[config.mk]
export PLATFORM = sky130hd
export DESIGN_NAME = priority_feedback_scheduler_core
export DESIGN_NICKNAME = d
export VERILOG_FILES = /design/src/rtl/pfs_pkg.sv /design/src/rtl/pfs_ram.sv /design/src/rtl/pfs_ctrl.sv /design/src/rtl/pfs_datapath.sv /design/src/rtl/priority_feedback_scheduler_core.sv
export VERILOG_INCLUDE_DIRS = /design/src /design/src/rtl
export SDC_FILE = /design/constraint.sdc
export NUM_CORES = 2
export LEC_CHECK = 0
export ABC_AREA = 1
export BUFFER_PORTS_ARGS = -buffer_cell sky130_fd_sc_hd__buf_2
export CAP_MARGIN = 5
export CORE_ASPECT_RATIO = 0.9
export CORE_UTILIZATION = 45
export CTS_BUF_LIST = sky130_fd_sc_hd__clkbuf_4
export DETAILED_ROUTE_END_ITERATION = 10
export PLACE_DENSITY = 0.59
export SYNTH_ARGS = -nofsm -noshare
export SYNTH_HDL_FRONTEND = slang
export SYNTH_SLANG_ARGS = --single-unit
[constraint.sdc]
create_clock -name clk -period 6.35 [get_ports clk]
set_input_delay 1.27 -clock clk [delete_from_list [all_inputs] [get_ports clk]]
set_output_delay 1.27 -clock clk [all_outputs]
set_load 0.01 [all_outputs]
[src/rtl/assert_macros.svh]
`ifndef ASSERT_MACROS_SVH
`define ASSERT_MACROS_SVH

// Property that must hold at every clock edge outside reset.
`define CHK_ASSERT(lbl, clk, rst_n, prop) \
	lbl: assert property (@(posedge clk) disable iff (!rst_n) prop) \
		else $error("assertion failed");

// Condition that must never be seen outside reset.
`define CHK_NEVER(lbl, clk, rst_n, cond) \
	`CHK_ASSERT(lbl, clk, rst_n, !(cond))

`endif

[src/rtl/pfs_pkg.sv]
`timescale 1ns / 1ps
package pfs_pkg;

	localparam int QUEUE_DEPTH_C    = 32;
	localparam int SUPPRESS_DEPTH_C = 32;

	typedef enum logic [1:0] {
		OP_ENQUEUE = 2'd0,
		OP_TICK    = 2'd1,
		OP_FINISH  = 2'd2,
		OP_CLEAR   = 2'd3
	} opcode_t;

	typedef enum logic [2:0] {
		ST_QUEUED     = 3'd0,
		ST_SUPPRESSED = 3'd1,
		ST_DROPPED    = 3'd2,
		ST_DISPATCHED = 3'd3,
		ST_NONE       = 3'd4,
		ST_MATCHED    = 3'd5,
		ST_IGNORED    = 3'd6,
		ST_CLEARED    = 3'd7
	} status_t;

	localparam logic [1:0] KIND_AUDIO  = 2'd0;
	localparam logic [1:0] KIND_HAPTIC = 2'd1;
	localparam logic [1:0] KIND_BOTH   = 2'd2;
	localparam logic [1:0] KIND_OTHER  = 2'd3;

	typedef struct packed {
		logic [1:0]  opcode;
		logic [15:0] message_tag;
		logic        has_text;
		logic [1:0]  msg_kind;
		logic [2:0]  priority_req;
		logic [1:0]  verb_req;
		logic [31:0] dup_key;
		logic [15:0] cooldown_ms;
		logic        interrupt_flag;
		logic [15:0] elapsed_ms;
		logic [15:0] finished_id;
	} item_t;

	typedef struct packed {
		logic [2:0]  status;
		logic [15:0] dispatched_tag;
		logic [2:0]  dispatched_priority;
		logic        audio_start;
		logic        haptic_fire;
		logic        speech_preempted;
		logic        tts_busy;
		logic [5:0]  queue_count;
	} result_t;

	typedef struct packed {
		logic [15:0] tag;
		logic        text;
		logic [1:0]  kind;
		logic [2:0]  prio;
		logic [1:0]  verb;
	} entry_t;

	typedef struct packed {
		logic [31:0] key;
		logic [15:0] remain;
	} supp_t;

	typedef enum logic [4:0] {
		CMD_NOP,
		CMD_LOAD,
		CMD_NEXT,
		CMD_SUPPRESS,
		CMD_PURGE_INIT,
		CMD_PURGE_EV,
		CMD_PURGE_END,
		CMD_INSERT,
		CMD_CD_KEEP,
		CMD_CD_DROP_LAST,
		CMD_CD_FETCH_LAST,
		CMD_CD_MOVE,
		CMD_DISP_INIT,
		CMD_DISP_EV,
		CMD_IDLE_TICK,
		CMD_DISPATCH,
		CMD_Q_MOVE,
		CMD_FINISH,
		CMD_CLEAR
	} cmd_t;

	typedef struct packed {
		opcode_t op;
		logic    key_zero;
		logic    intr;
		logic    s_end;
		logic    s_last;
		logic    key_hit;
		logic    expired;
		logic    q_end;
		logic    found;
		logic    need_move;
		logic    idle_skip;
	} ctrl_status_t;

endpackage

[src/rtl/pfs_ram.sv]
`timescale 1ns / 1ps
module pfs_ram #(
	parameter int WIDTH = 24,
	parameter int DEPTH = 32
) (
	input  logic                     clk,
	input  logic                     we,
	input  logic [$clog2(DEPTH)-1:0] waddr,
	input  logic [WIDTH-1:0]         wdata,
	input  logic [$clog2(DEPTH)-1:0] raddr,
	output logic [WIDTH-1:0]         rdata
);
	logic [WIDTH-1:0] mem_q [DEPTH];

	// One write port and one registered read port.
	always_ff @(posedge clk) begin
		if (we) begin
			mem_q[waddr] <= wdata;
		end
		rdata <= mem_q[raddr];
	end
endmodule

[src/rtl/pfs_ctrl.sv]
`timescale 1ns / 1ps
`include "assert_macros.svh"
module pfs_ctrl (
	input  logic                  clk,
	input  logic                  arst_n,
	input  logic                  start,
	output logic                  busy,
	output logic                  result_strobe,
	input  pfs_pkg::ctrl_status_t stat,
	output pfs_pkg::cmd_t         cmd
);
	import pfs_pkg::*;

	typedef enum logic [3:0] {
		S_IDLE,
		S_DECODE,
		S_KEY_RD,
		S_KEY_EV,
		S_PUR_RD,
		S_PUR_EV,
		S_INS,
		S_CD_RD,
		S_CD_EV,
		S_CD_MV,
		S_DSP_RD,
		S_DSP_EV,
		S_DSP_MV
	} state_t;

	state_t state_q, state_nxt;
	logic   fin;

	assign busy = (state_q != S_IDLE);

	// Sequencing of each operation; fin marks the last step of an item.
	always_comb begin
		state_nxt = state_q;
		cmd       = CMD_NOP;
		fin       = 1'b0;
		unique case (state_q)
			S_IDLE: begin
				if (start) begin
					cmd       = CMD_LOAD;
					state_nxt = S_DECODE;
				end
			end
			S_DECODE: begin
				unique case (stat.op)
					OP_ENQUEUE: state_nxt = S_KEY_RD;
					OP_TICK:    state_nxt = S_CD_RD;
					OP_FINISH: begin
						cmd = CMD_FINISH;
						fin = 1'b1;
					end
					OP_CLEAR: begin
						cmd = CMD_CLEAR;
						fin = 1'b1;
					end
					default: fin = 1'b1;
				endcase
			end
			S_KEY_RD: begin
				if (stat.key_zero || stat.s_end) begin
					if (stat.intr) begin
						cmd       = CMD_PURGE_INIT;
						state_nxt = S_PUR_RD;
					end else begin
						cmd = CMD_INSERT;
						fin = 1'b1;
					end
				end else begin
					state_nxt = S_KEY_EV;
				end
			end
			S_KEY_EV: begin
				if (stat.key_hit) begin
					cmd = CMD_SUPPRESS;
					fin = 1'b1;
				end else begin
					cmd       = CMD_NEXT;
					state_nxt = S_KEY_RD;
				end
			end
			S_PUR_RD: begin
				if (stat.q_end) begin
					cmd       = CMD_PURGE_END;
					state_nxt = S_INS;
				end else begin
					state_nxt = S_PUR_EV;
				end
			end
			S_PUR_EV: begin
				cmd       = CMD_PURGE_EV;
				state_nxt = S_PUR_RD;
			end
			S_INS: begin
				cmd = CMD_INSERT;
				fin = 1'b1;
			end
			S_CD_RD: begin
				if (stat.s_end) begin
					if (stat.idle_skip) begin
						cmd = CMD_IDLE_TICK;
						fin = 1'b1;
					end else begin
						cmd       = CMD_DISP_INIT;
						state_nxt = S_DSP_RD;
					end
				end else begin
					state_nxt = S_CD_EV;
				end
			end
			S_CD_EV: begin
				state_nxt = S_CD_RD;
				if (!stat.expired) begin
					cmd = CMD_CD_KEEP;
				end else if (stat.s_last) begin
					cmd = CMD_CD_DROP_LAST;
				end else begin
					cmd       = CMD_CD_FETCH_LAST;
					state_nxt = S_CD_MV;
				end
			end
			S_CD_MV: begin
				cmd       = CMD_CD_MOVE;
				state_nxt = S_CD_RD;
			end
			S_DSP_RD: begin
				if (stat.q_end) begin
					if (!stat.found) begin
						cmd = CMD_IDLE_TICK;
						fin = 1'b1;
					end else begin
						cmd = CMD_DISPATCH;
						if (stat.need_move) begin
							state_nxt = S_DSP_MV;
						end else begin
							fin = 1'b1;
						end
					end
				end else begin
					state_nxt = S_DSP_EV;
				end
			end
			S_DSP_EV: begin
				cmd       = CMD_DISP_EV;
				state_nxt = S_DSP_RD;
			end
			S_DSP_MV: begin
				cmd = CMD_Q_MOVE;
				fin = 1'b1;
			end
			default: state_nxt = S_IDLE;
		endcase
		if (fin) begin
			state_nxt = S_IDLE;
		end
	end

	// State and result strobe.
	always_ff @(posedge clk or negedge arst_n) begin
		if (!arst_n) begin
			state_q       <= S_IDLE;
			result_strobe <= 1'b0;
		end else begin
			state_q       <= state_nxt;
			result_strobe <= fin;
		end
	end

	`CHK_ASSERT(a_start_busy, clk, arst_n, (start && !busy) |=> busy)
	`CHK_ASSERT(a_strobe_idle, clk, arst_n, result_strobe |-> !busy)
	`CHK_ASSERT(a_strobe_single, clk, arst_n, result_strobe |=> !result_strobe)
endmodule

[src/rtl/pfs_datapath.sv]
`timescale 1ns / 1ps
`include "assert_macros.svh"
module pfs_datapath #(
	parameter int QDEPTH = pfs_pkg::QUEUE_DEPTH_C,
	parameter int SDEPTH = pfs_pkg::SUPPRESS_DEPTH_C
) (
	input  logic                  clk,
	input  logic                  arst_n,
	input  pfs_pkg::cmd_t         cmd,
	input  pfs_pkg::item_t        item,
	input  logic                  cfg_we,
	input  logic [1:0]            cfg_wdata,
	output pfs_pkg::ctrl_status_t stat,
	output pfs_pkg::result_t      result
);
	import pfs_pkg::*;

	localparam int QAW = $clog2(QDEPTH);
	localparam int QCW = $clog2(QDEPTH + 1);
	localparam int SAW = $clog2(SDEPTH);
	localparam int SCW = $clog2(SDEPTH + 1);
	localparam int IW  = (QCW > SCW) ? QCW : SCW;

	logic [QCW-1:0] qfill_q;
	logic [SCW-1:0] sfill_q;
	logic [IW-1:0]  idx_q;
	logic [QCW-1:0] wr_q;
	logic [QAW-1:0] best_q;
	logic           found_q;
	logic           pre_q;
	logic           busy_q;
	logic [15:0]    sid_q;
	logic [2:0]     sprio_q;
	logic [1:0]     thr_q;
	item_t          item_q;
	entry_t         best_e_q;
	result_t        res_q;

	entry_t         q_rd, q_wdata, new_e;
	supp_t          s_rd, s_wdata;
	logic           q_we, s_we;
	logic [QAW-1:0] q_raddr, q_waddr, q_last;
	logic [SAW-1:0] s_raddr, s_waddr, s_last_addr;
	logic           q_full, s_full, elig, audio, haptic, fin_match;

	assign q_last      = QAW'(qfill_q - QCW'(1));
	assign s_last_addr = SAW'(sfill_q - SCW'(1));
	assign q_full      = (qfill_q >= QCW'(QDEPTH));
	assign s_full      = (sfill_q >= SCW'(SDEPTH));

	assign new_e = '{tag: item_q.message_tag, text: item_q.has_text, kind: item_q.msg_kind,
		prio: item_q.priority_req, verb: item_q.verb_req};

	// Candidate test for the dispatch scan: earliest entry of highest priority wins.
	assign elig = (q_rd.verb <= thr_q) && (!found_q || (q_rd.prio > best_e_q.prio));

	assign audio  = ((best_e_q.kind == KIND_AUDIO) || (best_e_q.kind == KIND_BOTH))
		&& best_e_q.text;
	assign haptic = (best_e_q.kind == KIND_HAPTIC) || (best_e_q.kind == KIND_BOTH);
	assign fin_match = busy_q && (sid_q == item_q.finished_id);

	// Memory addressing and write control.
	always_comb begin
		q_raddr = (cmd == CMD_DISPATCH) ? q_last : idx_q[QAW-1:0];
		s_raddr = (cmd == CMD_CD_FETCH_LAST) ? s_last_addr : idx_q[SAW-1:0];
		q_we    = 1'b0;
		q_waddr = wr_q[QAW-1:0];
		q_wdata = q_rd;
		s_we    = 1'b0;
		s_waddr = idx_q[SAW-1:0];
		s_wdata = s_rd;
		unique case (cmd)
			CMD_PURGE_EV: q_we = (q_rd.prio >= item_q.priority_req);
			CMD_INSERT: begin
				q_we    = !q_full;
				q_waddr = qfill_q[QAW-1:0];
				q_wdata = new_e;
				s_we    = !q_full && (item_q.dup_key != 32'd0) && !s_full;
				s_waddr = sfill_q[SAW-1:0];
				s_wdata = '{key: item_q.dup_key, remain: item_q.cooldown_ms};
			end
			CMD_Q_MOVE: begin
				q_we    = 1'b1;
				q_waddr = best_q;
			end
			CMD_CD_KEEP: begin
				s_we    = 1'b1;
				s_wdata = '{key: s_rd.key, remain: s_rd.remain - item_q.elapsed_ms};
			end
			CMD_CD_MOVE: s_we = 1'b1;
			default: begin
			end
		endcase
	end

	pfs_ram #(.WIDTH($bits(entry_t)), .DEPTH(QDEPTH)) u_queue_ram (
		.clk   (clk),
		.we    (q_we),
		.waddr (q_waddr),
		.wdata (q_wdata),
		.raddr (q_raddr),
		.rdata (q_rd)
	);

	pfs_ram #(.WIDTH($bits(supp_t)), .DEPTH(SDEPTH)) u_supp_ram (
		.clk   (clk),
		.we    (s_we),
		.waddr (s_waddr),
		.wdata (s_wdata),
		.raddr (s_raddr),
		.rdata (s_rd)
	);

	// Status towards the controller.
	always_comb begin
		stat.op        = opcode_t'(item_q.opcode);
		stat.key_zero  = (item_q.dup_key == 32'd0);
		stat.intr      = item_q.interrupt_flag;
		stat.s_end     = (idx_q >= IW'(sfill_q));
		stat.s_last    = (idx_q == IW'(s_last_addr));
		stat.key_hit   = (s_rd.key == item_q.dup_key);
		stat.expired   = (s_rd.remain <= item_q.elapsed_ms);
		stat.q_end     = (idx_q >= IW'(qfill_q));
		stat.found     = found_q;
		stat.need_move = (best_q != q_last);
		stat.idle_skip = busy_q || (qfill_q == '0);
	end

	assign result = res_q;

	// Control state: fill counts, scan indices and speech state.
	always_ff @(posedge clk or negedge arst_n) begin
		if (!arst_n) begin
			qfill_q <= '0;
			sfill_q <= '0;
			idx_q   <= '0;
			wr_q    <= '0;
			best_q  <= '0;
			found_q <= 1'b0;
			pre_q   <= 1'b0;
			busy_q  <= 1'b0;
			sid_q   <= '0;
			sprio_q <= '0;
			thr_q   <= 2'd1;
		end else begin
			if (cfg_we) begin
				thr_q <= cfg_wdata;
			end
			unique case (cmd)
				CMD_LOAD: begin
					idx_q   <= '0;
					wr_q    <= '0;
					found_q <= 1'b0;
					pre_q   <= 1'b0;
				end
				CMD_NEXT, CMD_CD_KEEP: idx_q <= idx_q + IW'(1);
				CMD_PURGE_INIT: begin
					idx_q <= '0;
					wr_q  <= '0;
					if (busy_q && (item_q.priority_req > sprio_q)) begin
						busy_q  <= 1'b0;
						sid_q   <= '0;
						sprio_q <= '0;
						pre_q   <= 1'b1;
					end
				end
				CMD_PURGE_EV: begin
					idx_q <= idx_q + IW'(1);
					if (q_rd.prio >= item_q.priority_req) begin
						wr_q <= wr_q + QCW'(1);
					end
				end
				CMD_PURGE_END: qfill_q <= wr_q;
				CMD_INSERT: begin
					if (!q_full) begin
						qfill_q <= qfill_q + QCW'(1);
						if ((item_q.dup_key != 32'd0) && !s_full) begin
							sfill_q <= sfill_q + SCW'(1);
						end
					end
				end
				CMD_CD_DROP_LAST, CMD_CD_MOVE: sfill_q <= sfill_q - SCW'(1);
				CMD_DISP_INIT: begin
					idx_q   <= '0;
					found_q <= 1'b0;
				end
				CMD_DISP_EV: begin
					idx_q <= idx_q + IW'(1);
					if (elig) begin
						best_q  <= idx_q[QAW-1:0];
						found_q <= 1'b1;
					end
				end
				CMD_DISPATCH: begin
					qfill_q <= qfill_q - QCW'(1);
					if (audio) begin
						busy_q  <= 1'b1;
						sid_q   <= best_e_q.tag;
						sprio_q <= best_e_q.prio;
					end
				end
				CMD_FINISH: begin
					if (fin_match) begin
						busy_q  <= 1'b0;
						sid_q   <= '0;
						sprio_q <= '0;
					end
				end
				CMD_CLEAR: begin
					qfill_q <= '0;
					sfill_q <= '0;
					busy_q  <= 1'b0;
					sid_q   <= '0;
					sprio_q <= '0;
				end
				default: begin
				end
			endcase
		end
	end

	// Payload: latched item, best candidate and the result of the step.
	always_ff @(posedge clk) begin
		if (cmd == CMD_LOAD) begin
			item_q <= item;
		end
		if ((cmd == CMD_DISP_EV) && elig) begin
			best_e_q <= q_rd;
		end
		unique case (cmd)
			CMD_SUPPRESS: res_q <= '{status: ST_SUPPRESSED, dispatched_tag: '0,
				dispatched_priority: '0, audio_start: 1'b0, haptic_fire: 1'b0,
				speech_preempted: 1'b0, tts_busy: busy_q, queue_count: 6'(qfill_q)};
			CMD_INSERT: res_q <= '{status: q_full ? ST_DROPPED : ST_QUEUED,
				dispatched_tag: '0, dispatched_priority: '0, audio_start: 1'b0,
				haptic_fire: 1'b0, speech_preempted: pre_q, tts_busy: busy_q,
				queue_count: q_full ? 6'(qfill_q) : 6'(qfill_q + QCW'(1))};
			CMD_IDLE_TICK: res_q <= '{status: ST_NONE, dispatched_tag: '0,
				dispatched_priority: '0, audio_start: 1'b0, haptic_fire: 1'b0,
				speech_preempted: 1'b0, tts_busy: busy_q, queue_count: 6'(qfill_q)};
			CMD_DISPATCH: res_q <= '{status: ST_DISPATCHED, dispatched_tag: best_e_q.tag,
				dispatched_priority: best_e_q.prio, audio_start: audio,
				haptic_fire: haptic, speech_preempted: 1'b0, tts_busy: audio,
				queue_count: 6'(qfill_q - QCW'(1))};
			CMD_FINISH: res_q <= '{status: fin_match ? ST_MATCHED : ST_IGNORED,
				dispatched_tag: '0, dispatched_priority: '0, audio_start: 1'b0,
				haptic_fire: 1'b0, speech_preempted: 1'b0,
				tts_busy: busy_q && !fin_match, queue_count: 6'(qfill_q)};
			CMD_CLEAR: res_q <= '{status: ST_CLEARED, dispatched_tag: '0,
				dispatched_priority: '0, audio_start: 1'b0, haptic_fire: 1'b0,
				speech_preempted: 1'b0, tts_busy: 1'b0, queue_count: 6'd0};
			default: begin
			end
		endcase
	end

	`CHK_ASSERT(a_qfill_range, clk, arst_n, qfill_q <= QCW'(QDEPTH))
	`CHK_ASSERT(a_sfill_range, clk, arst_n, sfill_q <= SCW'(SDEPTH))
	`CHK_NEVER(a_idle_speech_id, clk, arst_n, !busy_q && (sid_q != 16'd0))
endmodule

[src/rtl/priority_feedback_scheduler_core.sv]
`timescale 1ns / 1ps
// Priority feedback scheduler. Pulse start with an item while busy is low; exactly
// one result follows, shown for a single cycle with result_strobe high, and the
// receiver cannot stall it, so it must be captured in that cycle. A new item may be
// started in the same cycle that the previous result is strobed. Each operation is
// run by a controller walking the queue and suppression memories entry by entry,
// with a read state and an evaluate state for each entry. An enqueue scans the
// suppression entries and, when it interrupts, also purges the queue; a tick ages
// the suppression entries, refilling the slot of each expired one from the last
// slot, then scans the queue for dispatch unless speech is busy or the queue is
// empty, and refills the dispatched entry's slot from the last slot. No clearing
// pass is needed after reset. verbosity_threshold is written through
// cfg_we/cfg_wdata; the user must write it only while idle, as the block itself
// does not enforce this.
module priority_feedback_scheduler_core #(
	parameter int QUEUE_DEPTH    = pfs_pkg::QUEUE_DEPTH_C,
	parameter int SUPPRESS_DEPTH = pfs_pkg::SUPPRESS_DEPTH_C
) (
	input  logic             clk,
	input  logic             arst_n,
	input  logic             start,
	output logic             busy,
	input  pfs_pkg::item_t   item,
	output logic             result_strobe,
	output pfs_pkg::result_t result,
	input  logic             cfg_we,
	input  logic [1:0]       cfg_wdata
);
	import pfs_pkg::*;

	cmd_t         cmd;
	ctrl_status_t stat;

	pfs_ctrl u_ctrl (
		.clk           (clk),
		.arst_n        (arst_n),
		.start         (start),
		.busy          (busy),
		.result_strobe (result_strobe),
		.stat          (stat),
		.cmd           (cmd)
	);

	pfs_datapath #(.QDEPTH(QUEUE_DEPTH), .SDEPTH(SUPPRESS_DEPTH)) u_datapath (
		.clk       (clk),
		.arst_n    (arst_n),
		.cmd       (cmd),
		.item      (item),
		.cfg_we    (cfg_we),
		.cfg_wdata (cfg_wdata),
		.stat      (stat),
		.result    (result)
	);
endmodule
==> metrics.md <==
| Metric | Value |
|---|---|
| Status | `finished clean` |
| Top FF cell, synth | `edfxtp_1` |
| Power Total | `54600 µW` |
| Setup CP Type | `reg2reg` |
| Synth warn | `0` |
| Setup Skew | `0.167 ns` |
| Synth Cell Area | `112000 µm²` |
| Worst R2R Path Depth | `17` |
| Area of the core | `247000 µm²` |
| Post-synthesis simple-gate area fraction | `0.192` |
| Io pins | `around 150` |
| Crit path from | `u_ctrl.state_q[2]` |
| Required time of the critical path | `7.36 ns` |
| Total CTS buffers | `about 690` |
| Yosys top cell area share | `0.660` |
| # setup viols final | `0` |
| Root buf cell | `clkbuf_4` |
| Initial core utilization | `0.453` |
| Most area-consuming cells after synthesis | `edfxtp_1 (66%), nand2_1 (8.9%), nand3_1 (7.7%), inv_1 (5.6%), o211ai_1 (1.9%)` |
| Fin. Hold Viols | `0` |
| Adder-cell share of the synthesized area | `0.00553` |
| Worst R2R End | `u_datapath.u_queue_ram.mem_q[12][6]` |
| Synth Instances | `10.4k` |
| Full die area | `251000 µm²` |
| Via density | `5.31` |
| CTS H-Tree Depth | `6` |
| Async S/R FF share, synth | `0.0224` |
| HPWL Detailed | `187 mm` |
| Die span in x | `528 µm` |
| Flop2flop setup slack | `between 0.3 and 0.4 ns` |
| Row cnt | `173` |
| Mux share of post-synthesis cell area | `0.000100` |
| Sequential element share of the synthesized area | `0.686` |
| Crit-path max FO | `38` |
| Post-CTS Setup Inserts | `0` |
| Clock latency on the worst-skew pair | `1.51 ns` |
| Largest net degree at the start of global routing | `156` |
| Leakage | `0.0528 µW` |
| # nets final | `between 10k and 15k` |
| Post-route setup TNS | `0 ns` |
| Slew margin rel. | `0.152` |
| Gr ovfl total | `0` |
| Final ANT Viol Nets | `0` |
| Number of synthesized flops with an enable pin | `2465` |
| Max cap viols | `0` |
| Crit path launch type | `flip-flop` |
| First-pass detailed-route iteration total | `8` |
| Reg clk slew, reported paths | `about 0.070 ns` |
| Layout cells sized above 1 | `0.155` |
| RePlAce Congestion | `0.890` |
| DRC viols | `0` |
| Antenna violations before repair | `16` |
| Aggregate routed wire length | `roughly 330 mm` |
| Main combinational cell family by area after synthesis | `simple AND/OR/NAND/NOR gates` |
| Final Max Tran Viols | `0` |
| Worst reg2reg startpoint | `u_ctrl.state_q[2]` |
| Crit path to | `u_datapath.u_queue_ram.mem_q[12][6]` |
| Final period util | `0.946` |
| Detailed Route Iter0 Violations | `8684` |
| Slew @ Worst Pin | `1.27 ns` |
| Syn_nets | `around 11k` |
| Min Tclk post-route | `6.01 ns` |
| Fmax | `167 MHz` |
| First-pass GRT wire length | `495 mm` |
| Post-synthesis compound-gate area fraction | `0.0313` |
| Seq cells post-synth | `around 2.6k` |
| Maximum VDD drop | `306 µV` |
| Die Ht | `476 µm` |
| Port buffer count | `146` |
| RSZ-0062 raised after global routing | `no` |
| Syn Area/Cell | `around 11 µm²` |
| Crit end category | `flip-flop` |
| Arrival time of the worst setup path | `around 7.0 ns` |
| Overall Global Routing Usage | `0.264` |
| Area grow syn2layout | `13.9%` |
| Vias in the first global route | `around 77k` |
| Yosys cell types | `51` |
| DR vias | `~79k` |
| XOR/XNOR Fraction of Synth Area | `0.00453` |
| PwrDens | `427 nW/µm²` |
| CTS tree | `done` |
| Cell taking the most area after synthesis | `edfxtp_1` |
| Sinks on Clock Net | `around 2.6k` |
| CTS max path bufs | `4` |
| Drt wl/cell | `22.4 µm` |
| Worst Hold Class | `in2reg` |
[worst min path at each step]
stage                                                start                      end  slack, ns  cells after the start
after floorplan           u_datapath.u_queue_ram.rdata[10]  u_datapath.best_e_q[10]       0.41                      0
after global placement     u_datapath.u_queue_ram.rdata[9]   u_datapath.best_e_q[9]       0.42                      0
after detailed placement   u_datapath.u_queue_ram.rdata[8]   u_datapath.best_e_q[8]       0.43                      0
after CTS                                         item[61]    u_datapath.item_q[61]      0.005                      1
after global routing                              item[63]    u_datapath.item_q[63]       0.01                      1
final                                             item[61]    u_datapath.item_q[61]       0.13                      1
[registers in the layout, summed over array words and instances (netlist names)]
name,cells
u_datapath.sid_q,16
u_datapath.found_q,1
u_datapath.stat,3
u_datapath.sfill_q,6
u_datapath.result,32
u_ctrl.state_q,4
u_datapath.u_queue_ram.mem_q,768
u_datapath.u_queue_ram.rdata,24
u_datapath.sprio_q,3
u_ctrl.result_strobe,1
u_datapath.qfill_q,6
u_datapath.busy_q,1
u_datapath.thr_q,2
u_datapath.pre_q,1
u_datapath.idx_q,6
u_datapath.wr_q,6
u_datapath.u_supp_ram.rdata,48
u_datapath.best_e_q,22
u_datapath.u_supp_ram.mem_q,1536
u_datapath.best_q,5
u_datapath.item_q,104
[metal layers]
layer  part of all wire  global-route usage  vias up
met4              0.027              0.0868        8
met2               0.45               0.404     3875
li1                   -                   -    36500
met5            0.00018                   0        -
met3              0.095              0.0561      566
met1               0.43               0.375    38400
[critical path: stages, from the launching register on]
cell and delay (ns):
dfrtp_1 0.38, inv_1 0.09, nand2_1 0.14, nor2_2 0.57, nand2_1 0.12, nor2_1 0.26, nand2_1 0.09, nor2_1 0.23
nand3_1 0.60, nand4_2 0.39, nand3_4 0.22, buf_4 0.39, nand3_1 0.16, nand3_1 0.24, inv_1 0.23, nand3_2 0.41
buf_4 0.33, nor2_4 0.68
[cell families (layout without fill, tap and decap cells)]
kind of cell | after synthesis | in the layout
and+or+nand+nor | 4966 | 4966
buffers and inverters | 2215 | 3404
adders and majority gates | 49 | 49
muxes | 1 | 1
AOI/OAI and AO/OA | 540 | 540
DFF | 2595 | 2595
other | 0 | 14
xor gates and xnor gates | 58 | 58
[synth_stat cells, types with 7 or more instances]
cell / instances
a21oi_1: 28
a31oi_1: 8
buf_1: 21
buf_2: 278
buf_4: 27
buf_6: 34
clkbuf_1: 180
dfrtp_1: 57
dfxtp_1: 72
edfxtp_1: 2465
ha_1: 48
inv_1: 1660
inv_2: 13
nand2_1: 2653
nand3_1: 1733
nand3_2: 8
nand3b_1: 52
nand4_1: 15
nor2_1: 326
nor3_1: 11
o211ai_1: 287
o21ai_0: 185
o21ai_2: 7
or2_2: 148
xnor2_1: 18
xor2_1: 40
[power by group]
group          leakage, µW  internal, µW  switching (µW)
clock              0.00522          7780            6920
combinational       0.0239          4380           13100
sequential          0.0236         21900             463
[cell usage in the layout (no fill, tap or decap), types with 11 or more instances in the layout]
cell type and count:
dlygate4sd3_1 100, clkbuf_4 1043, buf_4 212, dfrtp_1 57
clkinv_2 19, buf_12 72, nor2_1 261, inv_2 24
o211ai_1 287, ha_1 48, o21ai_1 14, or2_2 148
a21oi_1 25, xor2_1 40, diode_2 14, nor2_2 11
xnor2_1 18, dfxtp_1 72, edfxtp_1 2465, nand2_1 2652
nand3_1 1733, inv_1 1656, o21ai_0 164, buf_2 146
nor3_1 11, clkinv_1 112, nor2_4 59, nand4_1 15
nand3b_1 52
[per-stage QoR]
step           cell area, µm²  hold WS [ns]  instances  utilization  setup slack, ns
3_3_place_gp           118000         0.420      13600        0.477            0.452
5_1_grt                128000        0.0104      14900        0.516            0.157
3_5_place_dp           118000         0.426      13600        0.477            0.253
4_1_cts                128000       0.00490      14900        0.516            0.230
6_report               128000         0.130      15000        0.516            0.344
2_1_floorplan          112000         0.409      10400            -             1.18
[repair_timing]
action / 4_1_cts / 5_1_grt
hold buffers: 100 / 0
endpoints found under the hold margin: 130 / 0
setup endpoints to repair: 0 / 148
resized for setup: 0 / 1
[layout make-up]
| class | instances | area (µm²) |
|---|---|---|
| Timing Repair Buffer | 530 | 4760 |
| Clock inverter | 156 | 846 |
| Fill cell | 22100 | 120000 |
| Clock buffer | 1043 | 7830 |
| Multi-Input combinational cell | 5614 | 26900 |
| Tap cell | 3325 | 4160 |
| Sequential cell | 2595 | 76900 |
| Inverter | 1675 | 6320 |
| Antenna cell | 14 | 35.0 |
Note: power is estimated with default switching activity, not from simulation.
